File: config.mk
export PLATFORM = sky130hd
export DESIGN_NAME = bfa_div
export DESIGN_NICKNAME = d
export VERILOG_FILES = /design/src/hw/rtl/bfa_pkg.sv /design/src/hw/rtl/bfa_div.sv
export SDC_FILE = /design/constraint.sdc
export NUM_CORES = 1
export LEC_CHECK = 0
export ABC_AREA = 1
export BUFFER_PORTS_ARGS = -buffer_cell sky130_fd_sc_hd__buf_4
export CORE_MARGIN = 3
export CORE_UTILIZATION = 35
export CTS_BUF_LIST = sky130_fd_sc_hd__clkbuf_8 sky130_fd_sc_hd__clkbuf_16
export CTS_CLUSTER_SIZE = 16
export DETAILED_ROUTE_END_ITERATION = 8
export PLACE_DENSITY = 0.88
export SLEW_MARGIN = 20
export SYNTH_ARGS = -nofsm -noshare
export SYNTH_HDL_FRONTEND = slang
export SYNTH_SLANG_ARGS = --single-unit
File: constraint.sdc
create_clock -name clk -period 0.8 [get_ports clk]
set_input_delay 0.16 -clock clk [delete_from_list [all_inputs] [get_ports clk]]
set_output_delay 0.16 -clock clk [all_outputs]
set_load 0.05 [all_outputs]
File: src/hw/rtl/bfa_pkg.sv
// ----------------------------------------------------------------------------
// bfa_pkg
// Shared constants, codes and types for the bitmap frame allocator.
// ----------------------------------------------------------------------------
package bfa_pkg;

  localparam int MAX_FRAMES_DEF  = 65536;
  localparam int FRAME_BYTES_DEF = 4096;
  localparam int LOW_RESERVED    = 256;
  localparam int WORD_W          = 32;
  localparam int KB_SHIFT        = 10;

  localparam int CMD_W       = 2;
  localparam int ADDR_W      = 32;
  localparam int SIZE_KB_W   = 23;
  localparam int CNT_OUT_W   = 17;
  localparam int DIV_W       = 33;

  localparam int S_DATA_W    = 40;
  localparam int M_DATA_W    = 72;
  localparam int OUT_BITS    = 67;
  localparam int M_OK_BIT    = 32;
  localparam int M_FREE_LSB  = 33;
  localparam int M_TOTAL_LSB = 50;

  localparam int CFG_IDX_W   = 1;
  localparam int CFG_DATA_W  = 32;
  localparam logic [CFG_IDX_W-1:0] CFG_MEM_SIZE   = 1'b0;
  localparam logic [CFG_IDX_W-1:0] CFG_KERNEL_END = 1'b1;

  typedef enum logic [CMD_W-1:0] {
    CMD_ALLOC   = 2'd0,
    CMD_FREE    = 2'd1,
    CMD_REBUILD = 2'd2
  } cmd_t;

  typedef enum logic [3:0] {
    ST_INIT,
    ST_IDLE,
    ST_REB_TOTAL,
    ST_REB_KEND,
    ST_REB_SWEEP,
    ST_SCAN,
    ST_FREE_DIV,
    ST_FREE_CHK,
    ST_RESP
  } state_t;

  // Index of the lowest clear bit of a map word.
  function automatic logic [4:0] lowest_zero(input logic [WORD_W-1:0] w);
    logic [4:0] idx;
    idx = '0;
    for (int i = WORD_W - 1; i >= 0; i--) begin
      if (!w[i]) begin
        idx = 5'(i);
      end
    end
    return idx;
  endfunction

endpackage

File: src/hw/rtl/bfa_div.sv
// ----------------------------------------------------------------------------
// bfa_div
// Division by a power-of-two frame size as a registered shift, with done
// raised in the cycle after start.
// ----------------------------------------------------------------------------
module bfa_div import bfa_pkg::*; #(
  parameter int DIVISOR = FRAME_BYTES_DEF
) (
  input  logic             clk,
  input  logic             rst,
  input  logic             start,
  input  logic [DIV_W-1:0] dividend,
  output logic             done,
  output logic [DIV_W-1:0] quotient
);

  localparam int SHIFT = $clog2(DIVISOR);

  always_ff @(posedge clk) begin
    if (rst) begin
      done <= 1'b0;
    end else begin
      done <= start;
    end
  end

  always_ff @(posedge clk) begin
    if (start) begin
      quotient <= dividend >> SHIFT;
    end
  end

endmodule

-- After elaboration in Yosys (flattened, before gate mapping)
Cells that the tools add are included.
- flip-flop bits (word level): 22
- logic and storage cells: 2

-- Longest topological paths before layout
- depth in word-level cells: 0
- mapped depth: 2

-- Least setup slack after synthesis
OpenSTA, ideal clock, no wires.
- path kind: register to output
- start point: register quotient[0]
- end point: output quotient[0]
- data arrival time: 0.601 ns
- slack: 0.039 ns
- cell stages (with the launch flop): 1
- cell sequence: edfxtp_1
- RTL lines (element ; RTL line ; RTL):
    from (decl) ; bfa_div.sv:14 ; output logic [DIV_W-1:0] quotient
    from (signal assigned) ; bfa_div.sv:29 ; quotient <= dividend >> SHIFT;
No word-level cell between the ends.

-- Final worst setup path
- start point: register quotient[9]
- end point: output quotient[9]
No word-level cell between the ends.

==> impl_metrics.csv <==
group,metric,value,unit
synthesis,yosysUniqueCellTypes,6,
power_and_ir_drop,internal_power,0.002031,W
placement,dp.cells,108,
die,dieArea,2749,µm²
power_and_ir_drop,ir_drop,1.414,mV
route,drt_iter0_drc,4,
synthesis,synth_compound_area_share,0,%
placement,place.port_buffers,45,
power_and_ir_drop,power_frac_seq,48.4,%
cts,path_clk_slew,0.07,ns
power_and_ir_drop,clkPwrFrac,26.3,%
global_routing,grt_pass1_vias,409,
cts,clock_path_buffers,2,
cts,cts_tree,"yes",
cts,cts.sinks,22,
route,post_drt_wl_per_cell,11.64,µm
critical_path,critPathTopFamily,"flip-flops",
synthesis,synth-seq-cells,22,
worst_hold_path,hp-class,"input port to flop",
cells_and_area,fin_area,1220,µm²
synthesis,synth_xor_area_share,0,%
global_routing,antenna_found_initial,0,
synthesis,syn_area,754.5,µm²
route,drc,0,
route,firstDrtPassIters,3,
timing,post-route-period-util,121.9,%
power_and_ir_drop,powerDensity,2370,nW/µm²
power_and_ir_drop,p_sw_share,29.73,%
critical_path,max_stage_delay,0.39,ns
cells_and_area,area_growth,61.69,%
critical_path,worst-path-stages,1,
critical_path,crit_buf_inv,1,
cells_and_area,final_cell_mix,"23 x buf_4, 21 x buf_6, 21 x edfxtp_1, 12 x conb_1, 4 x clkbuf_8",
synthesis,synth_seq_area_share,86.24,%
die,rows,16,
synthesis,syn_inst,37,
timing,setup_viol,22,
critical_path,crit_end,"quotient[9]",
cells_and_area,stdcell_count,112,
cts,cts_inserted_buffers,3,
timing,finalCriticalPeriod,0.9754,ns
global_routing,globalRouteOverflowTotal,0,
placement,dpl.hpwl,1038,µm
die,core_area,2002,µm²
global_routing,grt_pass1_wl,1835,µm
critical_path,timing.critical_path.cells,"buf_6",
timing,fin_ws,-0.1754,ns
placement,placed_cell_area,1077,µm²
route,vias,424,
synthesis,ys_warn_count,0,
cells_and_area,mostFrequentLayoutCell,"buf_4",
route,routed_wl,1304,µm
cells_and_area,fin_nets,122,
cts,root_buffer,"clkbuf_8",
critical_path,crit_fanout,1,
power_and_ir_drop,combPwrFrac,25.2,%
cts,htreeDepth,1,
critical_path,cpMaxStageDelayCell,"edfxtp_1",
route,via_per_inst,3.786,
timing,slew_viol_final,0,
synthesis,synthSimpleGateAreaFrac,0.8292,%
route,route.antenna.remaining_nets,0,
die,die_w,52.43,µm
timing,rsz0062_at_grt,"true",
synthesis,syn_avg_cell_area,20.39,µm²
placement,place.gp.congestion,0.6501,
run_status,violations,"setup timing",
cells_and_area,antenna_cells,0,
run_status,outcome,"complete, but fails checks",
synthesis,synth_adder_area_share,0,%
timing,final.setup.tns,-3.491,ns
power_and_ir_drop,p_switching,0.0008595,W
timing,whs,0.04813,ns
flow_run,max-cap-violations,0,
critical_path,critical_path_class,"flop to output port",
power_and_ir_drop,leakagePower,0.5339,nW
cells_and_area,fin_util,60.94,%
critical_path,critPathCaptureType,"output port",
timing,final-hold-violation-count,0,
global_routing,grt.total_usage,9.366,%
cells_and_area,drive_above_1_share,60.00,%
die,start_util,37.69,%
critical_path,start_kind,"flop",
critical_path,crit_path_start,"quotient[9]",
critical_path,cp.arrival,0.82,ns
synthesis,synth.area.mux_share,0,%
synthesis,synth_top_family_by_area,"buffers and inverters",
die,die_h,52.43,µm
die,io_pins,70,
critical_path,cp.required,0.64,ns
global_routing,grt_max_degree,23,
timing,fmax,1025,MHz
-- worst min-delay path by stage --
stage	start	to	cells after the start
after global placement	rst	done	2
after floorplan	rst	done	1
after detailed placement	rst	done	2
final	rst	done	2
after global routing	rst	done	2
after CTS	rst	done	2
-- synth_stat cells, drive strengths merged --
cell,count,share of area [%]
dfxtp,1,2.7
buf,12,12
edfxtp,21,84
nor2,1,0.83
conb,1,0.50
inv,1,0.50
-- layer usage --
layer	vias to the layer above	track usage, %	wire [µm]
li1	201	-	-
met1	191	9.392	373
met2	32	16.12	749
met3	0	4.843	181
met4	0	3.830	0
met5	-	0	0
-- final cells by class --
| type | count | area (µm²) |
|---|---|---|
| clock buffer | 4 | 55.05 |
| multi-input combinational | 13 | 51.30 |
| sequential | 22 | 651.9 |
| timing repair buffer | 45 | 424.2 |
| fill | 156 | 782.0 |
| tap | 27 | 33.78 |
| inverter | 1 | 3.754 |
-- stage by stage --
step | setup WS, ns | total power (W)
after floorplan | 0.03940 | 0.001895
after global placement | 0.05212 | 0.002078
after detailed placement | 0.04118 | 0.002088
after CTS | -0.1896 | 0.002912
after global routing | -0.2141 | 0.002999
final | -0.1754 | 0.002891
-- state kept, by name (all words and copies together) (netlist names) --
| signal | cells |
|---|---|
| quotient | 21 |
| done | 1 |
-- cells by family after synthesis --
group                  after synthesis
AND/OR/NAND/NOR                      1
buffers and inverters               13
other                                1
flip-flops                          22
-- repair_timing --
item                       CTS  global route
setup endpoints to repair   22            22
hold buffers                 0             0
resized for setup           23             1
setup buffers                0             0
-- power by group through the flow --
stage / logic [W] / clock network [W] / registers (W)
after floorplan: 0.000171 / 0 / 0.00172
after global placement: 0.000674 / 0 / 0.00140
after detailed placement: 0.000679 / 0 / 0.00141
after CTS: 0.000731 / 0.000779 / 0.00140
after global routing: 0.000756 / 0.000836 / 0.00141
final: 0.000729 / 0.000762 / 0.00140
Note: power is estimated with default switching activity, not from simulation.
